[src/hw/rtl/two_level_priority_task_queue_assert.svh]
// Assertion macros for the task queue RTL.
// Depends on nothing; included by two_level_priority_task_queue, which carries the checks.
`ifndef TWO_LEVEL_PRIORITY_TASK_QUEUE_ASSERT_SVH
`define TWO_LEVEL_PRIORITY_TASK_QUEUE_ASSERT_SVH

// Condition holds at every edge outside reset
`define TLPQ_ASSERT_ALWAYS(lbl, clk, rst, cond, msg) \
   lbl: assert property (@(posedge clk) disable iff (rst) (cond)) else $error(msg);

// Same-cycle implication
`define TLPQ_ASSERT_IMPLY(lbl, clk, rst, ante, cons, msg) \
   lbl: assert property (@(posedge clk) disable iff (rst) (ante) |-> (cons)) \
      else $error(msg);

// Next-cycle implication
`define TLPQ_ASSERT_NEXT(lbl, clk, rst, ante, cons, msg) \
   lbl: assert property (@(posedge clk) disable iff (rst) (ante) |=> (cons)) \
      else $error(msg);

`endif

[src/hw/rtl/tlpq_pkg.sv]
// Package for the two-level task queue: sizes, codes and shared types.
// Depends on nothing.
package tlpq_pkg;

   // Storage sizes
   localparam int FIFO_DEPTH     = 16;
   localparam int PRIORITY_DEPTH = 16;
   localparam int HANDLE_BITS    = 16;
   localparam int PRIORITY_BITS  = 8;

   localparam int FIFO_IDX_BITS  = (FIFO_DEPTH > 1) ? $clog2(FIFO_DEPTH) : 1;
   localparam int FIFO_CNT_BITS  = $clog2(FIFO_DEPTH + 1);
   localparam int PRIO_CNT_BITS  = $clog2(PRIORITY_DEPTH + 1);

   // Beat field widths
   localparam int COMMAND_BITS      = 2;
   localparam int HANDLE_FIELD_BITS = 16;
   localparam int PRIO_FIELD_BITS   = 8;
   localparam int STATUS_BITS       = 2;
   localparam int OCC_BITS          = 5;

   // Request command codes
   typedef enum logic [COMMAND_BITS-1:0] {
      CMD_PUSH_FIFO = 2'd0,
      CMD_PUSH_PRIO = 2'd1,
      CMD_POP       = 2'd2
   } command_type;

   // Response status codes
   typedef enum logic [STATUS_BITS-1:0] {
      ST_OK      = 2'd0,
      ST_EMPTY   = 2'd1,
      ST_DROPPED = 2'd2
   } status_type;

   // Operation broadcast to every cell of the sorted list
   typedef enum logic [1:0] {
      CHAIN_HOLD,
      CHAIN_INSERT,
      CHAIN_SHIFT
   } chain_op_type;

   typedef struct packed {
      logic [HANDLE_BITS-1:0]   handle;
      logic [PRIORITY_BITS-1:0] prio;
   } entry_type;

   // What a cell shows its neighbors
   typedef struct packed {
      entry_type entry;
      logic      keep;   // occupied and not displaced by the new entry
   } link_type;

endpackage

[src/hw/rtl/tlpq_if.sv]
// Valid/ready channel interfaces for request and response beats.
// Depends on tlpq_pkg.
interface tlpq_req_if import tlpq_pkg::*; ();
   logic                         valid;
   logic                         ready;
   logic [COMMAND_BITS-1:0]      command;
   logic [HANDLE_FIELD_BITS-1:0] task_handle;
   logic [PRIO_FIELD_BITS-1:0]   task_priority;

   modport source (output valid, command, task_handle, task_priority, input ready);
   modport sink   (input valid, command, task_handle, task_priority, output ready);
endinterface

interface tlpq_rsp_if import tlpq_pkg::*; ();
   logic                         valid;
   logic                         ready;
   logic [STATUS_BITS-1:0]       status;
   logic [HANDLE_FIELD_BITS-1:0] popped_handle;
   logic [PRIO_FIELD_BITS-1:0]   popped_priority;
   logic                         from_priority_list;
   logic [OCC_BITS-1:0]          fifo_occupancy;
   logic [OCC_BITS-1:0]          priority_occupancy;

   modport source (output valid, status, popped_handle, popped_priority,
                   from_priority_list, fifo_occupancy, priority_occupancy,
                   input ready);
   modport sink   (input valid, status, popped_handle, popped_priority,
                   from_priority_list, fifo_occupancy, priority_occupancy,
                   output ready);
endinterface

[src/hw/rtl/two_level_priority_task_queue.sv]
// Latency: a request beat's response is valid the cycle after it is accepted.
// Throughput: one beat per cycle when responses are taken; a priority insert
// is done by the cell row, a FIFO pop by the single registered memory read.
// Reset: synchronous; clears counts, pointers and response valid. Stored
// entries are not cleared and need no clearing pass.
module two_level_priority_task_queue import tlpq_pkg::*; (
   input  logic       clock,
   input  logic       reset,
   tlpq_req_if.sink   req_bus,
   tlpq_rsp_if.source rsp_bus
);

`include "two_level_priority_task_queue_assert.svh"

   logic                     accept;
   entry_type                new_entry;
   entry_type                head_entry;
   chain_op_type             chain_op;
   logic [PRIO_CNT_BITS-1:0] prio_count;
   logic                     prio_full;
   logic                     fifo_push, fifo_pop, fifo_full;
   logic [FIFO_CNT_BITS-1:0] fifo_count;
   logic [HANDLE_BITS-1:0]   fifo_rd_handle;

   // Response stage
   logic                     rsp_valid_ff;
   status_type               status_ff, status_in;
   logic [HANDLE_BITS-1:0]   handle_ff, handle_in;
   logic [PRIORITY_BITS-1:0] prio_ff, prio_in;
   logic                     from_prio_ff, from_prio_in;
   logic                     from_fifo_ff, from_fifo_in;
   logic [OCC_BITS-1:0]      fifo_occ_ff, fifo_occ_in;
   logic [OCC_BITS-1:0]      prio_occ_ff, prio_occ_in;

   assign req_bus.ready = !rsp_valid_ff || rsp_bus.ready;
   assign accept        = req_bus.valid && req_bus.ready;
   assign new_entry     = '{handle: HANDLE_BITS'(req_bus.task_handle),
                            prio:   PRIORITY_BITS'(req_bus.task_priority)};

   tlpq_chain u_chain (
      .clock      (clock),
      .reset      (reset),
      .op         (chain_op),
      .new_entry  (new_entry),
      .head_entry (head_entry),
      .count      (prio_count),
      .full       (prio_full)
   );

   tlpq_fifo u_fifo (
      .clock       (clock),
      .reset       (reset),
      .push        (fifo_push),
      .push_handle (new_entry.handle),
      .pop         (fifo_pop),
      .rd_handle   (fifo_rd_handle),
      .count       (fifo_count),
      .full        (fifo_full)
   );

   // Command decode; state changes only on an accepted beat
   always_comb begin
      fifo_push    = 1'b0;
      fifo_pop     = 1'b0;
      chain_op     = CHAIN_HOLD;
      status_in    = ST_OK;
      handle_in    = '0;
      prio_in      = '0;
      from_prio_in = 1'b0;
      from_fifo_in = 1'b0;
      case (req_bus.command)
         CMD_PUSH_FIFO: begin
            if (fifo_full) status_in = ST_DROPPED;
            else fifo_push = accept;
         end
         CMD_PUSH_PRIO: begin
            if (prio_full) status_in = ST_DROPPED;
            else if (accept) chain_op = CHAIN_INSERT;
         end
         CMD_POP: begin
            if (prio_count != '0) begin
               if (accept) chain_op = CHAIN_SHIFT;
               handle_in    = head_entry.handle;
               prio_in      = head_entry.prio;
               from_prio_in = 1'b1;
            end else if (fifo_count != '0) begin
               fifo_pop     = accept;
               from_fifo_in = 1'b1;
            end else begin
               status_in = ST_EMPTY;
            end
         end
         default: ;
      endcase
   end

   // Occupancy after this beat
   always_comb begin
      fifo_occ_in = OCC_BITS'(fifo_count);
      prio_occ_in = OCC_BITS'(prio_count);
      if (fifo_push) fifo_occ_in = OCC_BITS'(fifo_count) + 1'b1;
      if (fifo_pop)  fifo_occ_in = OCC_BITS'(fifo_count) - 1'b1;
      if (chain_op == CHAIN_INSERT) prio_occ_in = OCC_BITS'(prio_count) + 1'b1;
      if (chain_op == CHAIN_SHIFT)  prio_occ_in = OCC_BITS'(prio_count) - 1'b1;
   end

   always_ff @(posedge clock) begin
      if (reset) begin
         rsp_valid_ff <= 1'b0;
      end else if (accept) begin
         rsp_valid_ff <= 1'b1;
      end else if (rsp_bus.ready) begin
         rsp_valid_ff <= 1'b0;
      end
   end

   always_ff @(posedge clock) begin
      if (accept) begin
         status_ff    <= status_in;
         handle_ff    <= handle_in;
         prio_ff      <= prio_in;
         from_prio_ff <= from_prio_in;
         from_fifo_ff <= from_fifo_in;
         fifo_occ_ff  <= fifo_occ_in;
         prio_occ_ff  <= prio_occ_in;
      end
   end

   // FIFO pops take the handle straight from the memory read register
   assign rsp_bus.valid              = rsp_valid_ff;
   assign rsp_bus.status             = status_ff;
   assign rsp_bus.popped_handle      = from_fifo_ff ? HANDLE_FIELD_BITS'(fifo_rd_handle)
                                                    : HANDLE_FIELD_BITS'(handle_ff);
   assign rsp_bus.popped_priority    = PRIO_FIELD_BITS'(prio_ff);
   assign rsp_bus.from_priority_list = from_prio_ff;
   assign rsp_bus.fifo_occupancy     = fifo_occ_ff;
   assign rsp_bus.priority_occupancy = prio_occ_ff;

   `TLPQ_ASSERT_ALWAYS(a_fifo_bound, clock, reset,
      fifo_count <= FIFO_CNT_BITS'(FIFO_DEPTH), "FIFO count past depth")
   `TLPQ_ASSERT_NEXT(a_accept_rsp, clock, reset, accept,
      rsp_bus.valid, "accepted beat gave no response")
   `TLPQ_ASSERT_NEXT(a_prio_first, clock, reset,
      accept && (req_bus.command == CMD_POP) && (prio_count != '0),
      rsp_bus.from_priority_list && (rsp_bus.status == ST_OK),
      "pop skipped a non-empty sorted list")
   `TLPQ_ASSERT_IMPLY(a_empty_zero, clock, reset,
      rsp_bus.valid && (rsp_bus.status == ST_EMPTY),
      (rsp_bus.popped_handle == '0) && !rsp_bus.from_priority_list,
      "empty pop carried a task")

endmodule

[src/hw/rtl/tlpq_cell.sv]
// One slot of the sorted list: holds an entry, shifts left or right.
// Depends on tlpq_pkg.
module tlpq_cell import tlpq_pkg::*; (
   input  logic         clock,
   input  chain_op_type op,
   input  entry_type    new_entry,
   input  logic         occupied,
   input  link_type     left_link,
   input  entry_type    right_entry,
   output link_type     link
);

   entry_type entry_ff;
   entry_type entry_in;
   logic      keep;

   // Entry stays put if it is at least as urgent as the newcomer
   assign keep = occupied && (entry_ff.prio <= new_entry.prio);
   assign link = '{entry: entry_ff, keep: keep};

   always_comb begin
      case (op)
         CHAIN_INSERT: begin
            if (keep) begin
               entry_in = entry_ff;
            end else if (left_link.keep) begin
               entry_in = new_entry;
            end else begin
               entry_in = left_link.entry;
            end
         end
         CHAIN_SHIFT: entry_in = right_entry;
         default:     entry_in = entry_ff;
      endcase
   end

   always_ff @(posedge clock) begin
      entry_ff <= entry_in;
   end

endmodule

[src/hw/rtl/tlpq_chain.sv]
// Sorted list as a row of cells, head at cell 0, plus its fill count.
// Depends on tlpq_pkg and tlpq_cell.
module tlpq_chain import tlpq_pkg::*; (
   input  logic                     clock,
   input  logic                     reset,
   input  chain_op_type             op,
   input  entry_type                new_entry,
   output entry_type                head_entry,
   output logic [PRIO_CNT_BITS-1:0] count,
   output logic                     full
);

   link_type                 links [PRIORITY_DEPTH];
   logic [PRIO_CNT_BITS-1:0] count_ff;
   logic [PRIO_CNT_BITS-1:0] count_in;

   // Row of cells; cell 0 sees a pinned neighbor that always keeps
   for (genvar i = 0; i < PRIORITY_DEPTH; i++) begin : g_cell
      link_type  left_link;
      entry_type right_entry;

      if (i == 0) begin : g_first
         assign left_link = '{entry: new_entry, keep: 1'b1};
      end else begin : g_mid
         assign left_link = links[i-1];
      end

      if (i == PRIORITY_DEPTH - 1) begin : g_last
         assign right_entry = links[i].entry;
      end else begin : g_inner
         assign right_entry = links[i+1].entry;
      end

      tlpq_cell u_cell (
         .clock       (clock),
         .op          (op),
         .new_entry   (new_entry),
         .occupied    (PRIO_CNT_BITS'(i) < count_ff),
         .left_link   (left_link),
         .right_entry (right_entry),
         .link        (links[i])
      );
   end

   // Fill count
   always_comb begin
      count_in = count_ff;
      case (op)
         CHAIN_INSERT: if (!full) count_in = count_ff + 1'b1;
         CHAIN_SHIFT:  if (count_ff != '0) count_in = count_ff - 1'b1;
         default:      count_in = count_ff;
      endcase
   end

   always_ff @(posedge clock) begin
      if (reset) begin
         count_ff <= '0;
      end else begin
         count_ff <= count_in;
      end
   end

   assign head_entry = links[0].entry;
   assign count      = count_ff;
   assign full       = (count_ff == PRIO_CNT_BITS'(PRIORITY_DEPTH));

endmodule

[src/hw/rtl/tlpq_fifo.sv]
// Plain FIFO of task handles with a registered read port.
// Depends on tlpq_pkg.
module tlpq_fifo import tlpq_pkg::*; (
   input  logic                     clock,
   input  logic                     reset,
   input  logic                     push,
   input  logic [HANDLE_BITS-1:0]   push_handle,
   input  logic                     pop,
   output logic [HANDLE_BITS-1:0]   rd_handle,
   output logic [FIFO_CNT_BITS-1:0] count,
   output logic                     full
);

   logic [HANDLE_BITS-1:0]   mem [FIFO_DEPTH];
   logic [HANDLE_BITS-1:0]   rd_ff;
   logic [FIFO_IDX_BITS-1:0] head_ff, head_in;
   logic [FIFO_IDX_BITS-1:0] tail_ff, tail_in;
   logic [FIFO_CNT_BITS-1:0] count_ff, count_in;

   localparam logic [FIFO_IDX_BITS-1:0] LAST_IDX = FIFO_IDX_BITS'(FIFO_DEPTH - 1);

   // Pointer and count update, wrapping at the last slot
   always_comb begin
      head_in  = head_ff;
      tail_in  = tail_ff;
      count_in = count_ff;
      if (push) begin
         tail_in  = (tail_ff == LAST_IDX) ? '0 : tail_ff + 1'b1;
         count_in = count_ff + 1'b1;
      end else if (pop) begin
         head_in  = (head_ff == LAST_IDX) ? '0 : head_ff + 1'b1;
         count_in = count_ff - 1'b1;
      end
   end

   always_ff @(posedge clock) begin
      if (reset) begin
         head_ff  <= '0;
         tail_ff  <= '0;
         count_ff <= '0;
      end else begin
         head_ff  <= head_in;
         tail_ff  <= tail_in;
         count_ff <= count_in;
      end
   end

   // Storage: one write port, one registered read port
   always_ff @(posedge clock) begin
      if (push) begin
         mem[tail_ff] <= push_handle;
      end
      if (pop) begin
         rd_ff <= mem[head_ff];
      end
   end

   assign rd_handle = rd_ff;
   assign count     = count_ff;
   assign full      = (count_ff == FIFO_CNT_BITS'(FIFO_DEPTH));

endmodule

[src/flat_wrapper.sv]
// flat-port wrapper written by rule: the top's interface ports become plain ports
module two_level_priority_task_queue_flat import tlpq_pkg::*;
  (clock, reset, req_bus_valid, req_bus_command, req_bus_task_handle, req_bus_task_priority, req_bus_ready, rsp_bus_valid, rsp_bus_status, rsp_bus_popped_handle, rsp_bus_popped_priority, rsp_bus_from_priority_list, rsp_bus_fifo_occupancy, rsp_bus_priority_occupancy, rsp_bus_ready);
  tlpq_req_if req_bus_i ();
  tlpq_rsp_if rsp_bus_i ();
  input  logic clock;
  input  logic reset;
  input wire logic [$bits(req_bus_i.valid)-1:0] req_bus_valid;
  input wire logic [$bits(req_bus_i.command)-1:0] req_bus_command;
  input wire logic [$bits(req_bus_i.task_handle)-1:0] req_bus_task_handle;
  input wire logic [$bits(req_bus_i.task_priority)-1:0] req_bus_task_priority;
  output wire logic [$bits(req_bus_i.ready)-1:0] req_bus_ready;
  output wire logic [$bits(rsp_bus_i.valid)-1:0] rsp_bus_valid;
  output wire logic [$bits(rsp_bus_i.status)-1:0] rsp_bus_status;
  output wire logic [$bits(rsp_bus_i.popped_handle)-1:0] rsp_bus_popped_handle;
  output wire logic [$bits(rsp_bus_i.popped_priority)-1:0] rsp_bus_popped_priority;
  output wire logic [$bits(rsp_bus_i.from_priority_list)-1:0] rsp_bus_from_priority_list;
  output wire logic [$bits(rsp_bus_i.fifo_occupancy)-1:0] rsp_bus_fifo_occupancy;
  output wire logic [$bits(rsp_bus_i.priority_occupancy)-1:0] rsp_bus_priority_occupancy;
  input wire logic [$bits(rsp_bus_i.ready)-1:0] rsp_bus_ready;
  assign req_bus_i.valid = req_bus_valid;
  assign req_bus_i.command = req_bus_command;
  assign req_bus_i.task_handle = req_bus_task_handle;
  assign req_bus_i.task_priority = req_bus_task_priority;
  assign req_bus_ready = req_bus_i.ready;
  assign rsp_bus_valid = rsp_bus_i.valid;
  assign rsp_bus_status = rsp_bus_i.status;
  assign rsp_bus_popped_handle = rsp_bus_i.popped_handle;
  assign rsp_bus_popped_priority = rsp_bus_i.popped_priority;
  assign rsp_bus_from_priority_list = rsp_bus_i.from_priority_list;
  assign rsp_bus_fifo_occupancy = rsp_bus_i.fifo_occupancy;
  assign rsp_bus_priority_occupancy = rsp_bus_i.priority_occupancy;
  assign rsp_bus_i.ready = rsp_bus_ready;
  two_level_priority_task_queue u_core (.clock(clock), .reset(reset), .req_bus(req_bus_i), .rsp_bus(rsp_bus_i));
endmodule
[config.mk]
export PLATFORM = sky130hd
export DESIGN_NAME = two_level_priority_task_queue_flat
export DESIGN_NICKNAME = d
export VERILOG_FILES = /design/src/hw/rtl/tlpq_pkg.sv /design/src/hw/rtl/tlpq_if.sv /design/src/hw/rtl/two_level_priority_task_queue.sv /design/src/hw/rtl/tlpq_cell.sv /design/src/hw/rtl/tlpq_chain.sv /design/src/hw/rtl/tlpq_fifo.sv /design/src/flat_wrapper.sv
export VERILOG_INCLUDE_DIRS = /design/src /design/src/hw/rtl
export SDC_FILE = /design/constraint.sdc
export NUM_CORES = 1
export LEC_CHECK = 0
export BUFFER_PORTS_ARGS = -buffer_cell sky130_fd_sc_hd__buf_2
export CAP_MARGIN = 20
export CORE_MARGIN = 2
export CORE_UTILIZATION = 60
export DETAILED_ROUTE_END_ITERATION = 10
export PLACE_DENSITY = 0.85
export SLEW_MARGIN = 25
export SYNTH_ARGS = -nofsm -noshare
export SYNTH_HDL_FRONTEND = slang
export SYNTH_SLANG_ARGS = --single-unit
[constraint.sdc]
create_clock -name clock -period 5.4 [get_ports clock]
set_clock_uncertainty 0.1 [all_clocks]
set_input_delay 1.08 -clock clock [delete_from_list [all_inputs] [get_ports clock]]
set_output_delay 1.08 -clock clock [all_outputs]
set_load 0.02 [all_outputs]
==> qor.csv, run 1 <==
stage,metric,value,unit
global_routing,largest net degree at the start of global routing,188,
layout,share of cells above drive strength 1,14.27,%
detailed_routing,final routed DRC violation total,0,
yosys,ys flop type,edfxtp_1,
die,Starting Density,60.74,%
layout,final core occ,66.66,%
power,combinational group share of total power,7.8,%
setup_path,CP Capture Type,flip-flop,
cts,Clock H-tree levels,3,
global_routing,initial antenna violation count,0,
min_path,min-delay src,u_core.u_fifo.count[4]$_SDFFE_PP0P_,
timing,relative slew slack,23.79,%
cts,Sink Count,713,
yosys,"Avg Cell Area, Syn",11.94,µm²
timing,Slew @ Worst Pin,1.136,ns
timing,fin. max-slew vios,0,
cts,CTS Buf Count,73,
layout,layout net count,3377,
global_routing,vias in the first global route,30030,
power,Flop pwr share,49.8,%
detailed_routing,First DRT Iteration DRCs,5377,
timing,RSZ-0062 raised after global routing,no,
global_routing,All-Layer GR Usage,37.37,%
setup_path,worst r2r src,u_core.u_chain.count[1]$_SDFFE_PP0P_,
placement,Placed Instances,3979,
timing,period utilization,78.12,%
global_routing,first-pass GRT wire length,188700,µm
flow_run,maxcap violations,0,
cts,TritonCTS clock tree,yes,
cts,Post-CTS Setup Repair Bufs,0,
die,core area,64460,µm²
setup_path,FF-to-FF path depth,12,
layout,"commonest non-fill, non-tap cell in the layout",edfxtp_1,
power,Net Sw Power,3.066,mW
detailed_routing,via density per instance,7.617,
setup_path,Worst Path Required,5.64,ns
yosys,post-synthesis sequential area ratio,54.19,%
timing,fmax,237.1,MHz
cts,clock root buffer,clkbuf_16,
power,Sw Ratio,24.42,%
detailed_routing,via count of the routed design,31340,
timing,final setup violation count,0,
power,peak supply drop,0.1799,mV
yosys,Mapped Nets,3457,
timing,Hold Fails Final Rpt,0,
placement,Buffers on Ports,68,
timing,PnR worst setup slack,1.182,ns
timing,Setup Total Neg Slack,0,ns
yosys,"EDFF count, synth",694,
yosys,ys async rst share,0,%
min_path,hold endpoint,u_core.u_fifo.count[4]$_SDFFE_PP0P_,
outcome,status,"finished, final reports clean",
setup_path,R2R setup slack,1.59,ns
cts,"Reg clk slew, reported paths",0.06,ns
setup_path,Critical Path AT,4.46,ns
placement,Post-Place Setup Slack,1.072,ns
layout,most frequent cells in the layout,"edfxtp_1, a21oi_1, nor2b_1, o31ai_1, a41oi_1",
setup_path,critical path peak fanout,25,
detailed_routing,final WL,127800,µm
yosys,ranking of synthesized cells by area,"edfxtp_1, a41oi_1, o31ai_1, nor2b_1, a21oi_1",
detailed_routing,antenna-violating nets left,0,
die,row cnt,93,
die,Boundary Pins,69,
setup_path,Critical R2R Capture,u_core.rsp_bus.priority_occupancy[3]$_DFFE_PN_,
detailed_routing,WL per Instance,31.06,µm
yosys,Mapped Cells,3279,
min_path,Worst Hold Depth,2,
power,Lkg Pwr,13.56,nW
power,clock share of power,42.4,%
global_routing,Overflow after GRT,0,
cts,post-cts hold buffer count,0,
power,Pwr Density,292.1,nW/µm²
placement,hpwl dp,80580,µm
yosys,Mapped Area,39160,µm²
yosys,Synth top area share,53.22,%
die,die area,67320,µm²
timing,minimum clock period after layout,4.218,ns
power,internal power,9.487,mW
die,Chip Width,259.5,µm
die,die height,259.5,µm
yosys,largest area contributor in the netlist,edfxtp_1,
setup_path,crit start category,input port,
detailed_routing,TritonRoute pass-1 iters,6,
placement,Placer Congestion,0.9639,
layout,synth-to-layout area growth,9.733,%
yosys,count of cell types in the netlist,64,
min_path,Hold Path Class,reg -> reg,
yosys,number of synthesis warnings,0,
setup_path,critical setup path kind,in -> reg,
cts,Post-CTS Resized,0,
yosys,"flops & latches, synth",713,
cts,clk_lat worst skew,0.63,ns
cts,clock buffer depth,3,
layout,Non-Filler Instances,4114,
layout,ANT cells,0,
==> cell families after synthesis <==
logic type / Yosys count / share of synthesized area, %
adders and majority gates: 148 / 4.729
and+or+nand+nor: 635 / 9.276
buffers and inverters: 391 / 3.860
xor gates and xnor gates: 14 / 0.3131
muxes: 117 / 5.154
DFF: 713 / 54.19
AOI/OAI and AO/OA: 1261 / 22.48
==> worst max-delay path: stages <==
cell      delay, ns
buf_2          0.11
clkinv_1       0.87
ha_1           0.75
nand4_1        0.16
nor2_1         0.25
a211o_1        0.72
a41oi_2        0.20
buf_4          0.28
==> worst max-delay path by stage <==
stage,startpoint,endpoint,slack (ns)
floorplan,rsp_bus_ready,u_core.u_chain.g_cell[0].u_cell.link[10]$_DFFE_PP_,0.35
global placement,req_bus_task_priority[6],u_core.u_chain.g_cell[10].u_cell.link[2]$_DFFE_PP_,1.15
detailed placement,req_bus_task_priority[3],u_core.u_chain.g_cell[8].u_cell.link[2]$_DFFE_PP_,1.07
CTS,u_core.u_chain.count[1]$_SDFFE_PP0P_,u_core.rsp_bus.priority_occupancy[3]$_DFFE_PN_,1.70
global route,req_bus_task_priority[3],u_core.u_chain.g_cell[8].u_cell.link[20]$_DFFE_PP_,1.18
finish,req_bus_task_priority[3],u_core.u_chain.g_cell[8].u_cell.link[20]$_DFFE_PP_,1.18
==> cell usage after synthesis (all sizes together) (24+ instances only) <==
cell      n
edfxtp  694
o21ai    44
mux2     34
a41oi   351
ha      148
clkbuf  310
inv      40
nor2b   374
a21oi   405
o22ai    24
and2     30
a211oi   34
nand2   105
nor2     44
buf      40
nand4    36
o31ai   336
mux4     64
==> layout make-up <==
type	instances	area, µm²
flip-flops and latches	713	21230
inverters	41	153.9
multi-input cells	2175	16680
clock buffers	86	1917
repair buffers	195	1369
clock inverters	49	551.8
fillers	4520	21500
well taps	855	1070
==> flip-flops by register name (all words and copies together) (netlist names) <==
signal                             cells
u_core.u_fifo.count                    5
u_core.rsp_bus.from_priority_list      1
u_core.rsp_bus.popped_priority         8
u_core.rsp_bus.valid                   1
u_core.u_fifo.mem                    256
u_core.rsp_bus.fifo_occupancy          5
u_core.handle_ff                      16
u_core.rsp_bus.status                  2
u_core.u_fifo.tail_ff                  4
u_core.u_fifo.head_ff                  4
u_core.from_fifo_ff                    1
u_core.u_chain.g_cell.u_cell.link    384
u_core.u_chain.count                   5
u_core.u_fifo.rd_handle               16
u_core.rsp_bus.priority_occupancy      5
==> power groups by stage <==
stage               Combinational, mW  Sequential (mW)  Clock [mW]
finish                          0.977             6.25        5.32
floorplan                       0.551             6.33           0
detailed placement              0.927             6.36           0
global placement                0.884             6.36           0
global route                     1.03             6.25        5.51
CTS                             0.936             6.25        5.32
==> metal layers <==
| metal | global-route usage (%) | share of wire [%] | vias up |
|---|---|---|---|
| met4 | 22.88 | 7.0 | 0 |
| met5 | 0 | 0 | - |
| li1 | - | - | 13070 |
| met2 | 55.36 | 44 | 2629 |
| met1 | 49.32 | 36 | 15100 |
| met3 | 10.04 | 13 | 532 |
==> stage by stage <==
| stage | total power, mW | hold WS (ns) | instance area [µm²] |
|---|---|---|---|
| after floorplan | 6.882 | 0.3817 | 39160 |
| after global placement | 7.245 | 0.3933 | 40470 |
| after detailed placement | 7.291 | 0.4362 | 40480 |
| after CTS | 12.50 | 0.4458 | 42950 |
| after global routing | 12.79 | 0.4745 | 42970 |
| final | 12.55 | 0.4531 | 42970 |
(Power assumes the default switching activity.)
==> run 2: changes to the inputs <==
clock period = 4 ns   (was 5.4 ns; I/O delays follow)
==> run 2 against run 1 <==
- combinational power rose by 37%
- via count rose by 0.93%
- non-clock buffer count rose by 33
- largest power group unchanged
==> qor.csv, run 2 (same netlist as run 1, synthesis figures left out) <==
stage,metric,value,unit,change
global_routing,vias in the first global route,30710,,+2.3%
timing,Hold Fails Final Rpt,0,,unchanged
min_path,Hold Path Class,in -> reg,,
timing,final setup violation count,0,,unchanged
die,Boundary Pins,69,,unchanged
setup_path,Critical R2R Capture,u_core.u_chain.g_cell[13].u_cell.link[20]$_DFFE_PP_,,
timing,fmax,293.3,MHz,
die,row cnt,93,,unchanged
setup_path,R2R setup slack,0.59,ns,-1.00 ns
layout,multi-input combinational cell area,16820,µm²,+0.86%
die,Chip Width,259.5,µm,unchanged
detailed_routing,WL per Instance,29.72,µm,-4.3%
layout,synth-to-layout area growth,10.96,%,
placement,Buffers on Ports,68,,unchanged
setup_path,max incr delay on CP,0.84,ns,-0.03 ns
cts,clock root buffer,clkbuf_16,,
die,die area,67320,µm²,unchanged
setup_path,Critical Path AT,3.55,ns,-0.91 ns
cts,Sink Count,713,,unchanged
cts,"Reg clk slew, reported paths",0.06,ns,about the same
power,Lkg Pwr,13.76,nW,+1.5%
global_routing,first-pass GRT wire length,185500,µm,-1.7%
die,Starting Density,60.74,%,unchanged
placement,area after detailed placement,41050,µm²,+1.4%
timing,RSZ-0062 raised after global routing,no,,
global_routing,largest net degree at the start of global routing,146,,-22%
setup_path,critical setup path kind,reg -> reg,,
cts,Clock H-tree levels,3,,unchanged
global_routing,initial antenna violation count,0,,unchanged
cts,clk_lat worst skew,0.64,ns,about the same
placement,hpwl dp,78570,µm,-2.5%
timing,Worst Hold Slack,0.3650,ns,-0.08811 ns
layout,share of cells above drive strength 1,15.06,%,+0.79 points
global_routing,All-Layer GR Usage,35.97,%,-1.4 points
layout,"Design Area, Final",43450,µm²,+1.1%
setup_path,worst r2r src,u_core.u_chain.count[0]$_SDFFE_PP0P_,,
cts,post-cts hold buffer count,0,,unchanged
min_path,hold endpoint,u_core.rsp_bus.valid$_SDFFE_PP0P_,,
power,peak supply drop,0.2854,mV,+59%
layout,layout net count,3413,,+1.1%
detailed_routing,final WL,123300,µm,-3.5%
setup_path,FF-to-FF path depth,9,,-3
min_path,Worst Hold Depth,3,,+1
timing,minimum clock period after layout,3.410,ns,
global_routing,Overflow after GRT,0,,unchanged
layout,most frequent cells in the layout,"edfxtp_1, a21oi_1, nor2b_1, o31ai_1, a41oi_1",,
detailed_routing,final routed DRC violation total,0,,unchanged
setup_path,CP Cell Sequence,"inv_1, ha_1, nor4b_1, nor2b_1, nand3_1, ha_2, nor2_4, buf_12, a41oi_4",,
placement,Placer Congestion,0.8958,,-7.1%
setup_path,CP Capture Type,flip-flop,,
cts,CTS Buf Count,76,,+4.1%
setup_path,critical path peak fanout,24,,-4.0%
layout,Fillers,4428,,-2.0%
die,core area,64460,µm²,unchanged
timing,fin. max-slew vios,0,,unchanged
layout,ANT cells,0,,unchanged
setup_path,crit start category,flip-flop,,
power,Pwr Density,383.5,nW/µm²,+31%
setup_path,crit path max-delay cell type,a41oi_4,,
detailed_routing,antenna-violating nets left,0,,unchanged
detailed_routing,via density per instance,7.625,,+0.10%
layout,area taken by flip-flops and latches,21230,µm²,about the same
power,total power,16.66,mW,+33%
setup_path,Worst Path Required,4.14,ns,-1.50 ns
outcome,status,"finished, final reports clean",,
min_path,min-delay src,req_bus_valid,,
layout,final core occ,67.40,%,+0.75 points
cts,Post-CTS Resized,0,,unchanged
detailed_routing,via count of the routed design,31630,,+0.93%
detailed_routing,TritonRoute pass-1 iters,7,,+1
cts,Post-CTS Setup Repair Bufs,0,,unchanged
timing,relative slew slack,25.19,%,+1.4 points
die,die height,259.5,µm,unchanged
cts,clock buffer depth,3,,unchanged
cts,TritonCTS clock tree,yes,,
layout,"commonest non-fill, non-tap cell in the layout",edfxtp_1,,
layout,max FFs per register,384,,unchanged
detailed_routing,First DRT Iteration DRCs,5020,,-6.6%
timing,period utilization,85.24,%,
flow_run,maxcap violations,0,,unchanged
timing,Setup Total Neg Slack,0,ns,unchanged
timing,Slew @ Worst Pin,1.119,ns,-0.01667 ns
## run 2: cell types whose count changed in the layout (fill, tap and decap cells not counted), moves of 4 or more
cell / change
clkinvlp_4: -5
a41oi_2: -10
a41oi_4: +10
clkbuf_1: +4
buf_12: +15
bufinv_16: -4
buf_4: +18
## run 2: through the flow
step           std cells  setup WS, ns
6_report            4148        0.5905
2_1_floorplan       3279       0.01926
3_5_place_dp        4012        0.4213
4_1_cts             4148        0.6570
3_3_place_gp        4012        0.5405
5_1_grt             4148        0.3983
## run 2: worst max path at each step
stage | startpoint | endpoint | slack [ns] | cells past startpoint
6_report | u_core.u_chain.count[0]$_SDFFE_PP0P_ | u_core.u_chain.g_cell[13].u_cell.link[20]$_DFFE_PP_ | 0.59 | 9
5_1_grt | u_core.u_chain.count[1]$_SDFFE_PP0P_ | u_core.u_chain.count[4]$_SDFFE_PP0P_ | 0.40 | 12
4_1_cts | u_core.u_chain.count[0]$_SDFFE_PP0P_ | u_core.u_chain.g_cell[11].u_cell.link[15]$_DFFE_PP_ | 0.66 | 9
3_5_place_dp | rsp_bus_ready | u_core.u_chain.g_cell[14].u_cell.link[22]$_DFFE_PP_ | 0.42 | 11
3_3_place_gp | rsp_bus_ready | u_core.u_chain.g_cell[11].u_cell.link[21]$_DFFE_PP_ | 0.54 | 11
2_1_floorplan | rsp_bus_ready | u_core.u_chain.g_cell[0].u_cell.link[10]$_DFFE_PP_ | 0.02 | 11
## run 2: area by class of cell
cell class | count | share of cell area (%)
clock buffer | 91 | 4.530
clock inverter | 45 | 0.9186
inverter | 41 | 0.3657
multi-input combinational | 2175 | 38.72
sequential | 713 | 48.85
tap | 855 | 2.462
timing repair buffer | 228 | 4.153
## run 2: power by group
| part | switching [mW] | internal (mW) |
|---|---|---|
| Combinational | 0.950 | 0.388 |
| Sequential | 0.101 | 8.33 |
| Clock | 2.99 | 3.91 |
| Total | 4.04 | 12.6 |
## run 2: worst max-delay path: cells and delay by family (launching register included)
kind | cells | cell delay [ns]
AOI/OAI and AO/OA | 1 | 0.84
adders and majority gates | 2 | 0.50
buffers and inverters | 2 | 0.36
DFF | 1 | 0.34
and+or+nand+nor | 4 | 0.81
## run 2: metal layers
layer | global-route usage [%] | routed length (µm) | up-vias | part of all wire, %
li1 | - | - | 13140 | -
met1 | 47.37 | 44920 | 15470 | 36
met2 | 56.40 | 56480 | 2507 | 46
met3 | 7.909 | 14670 | 515 | 12
met4 | 18.42 | 7222 | 0 | 5.9
met5 | 0 | 0 | - | 0
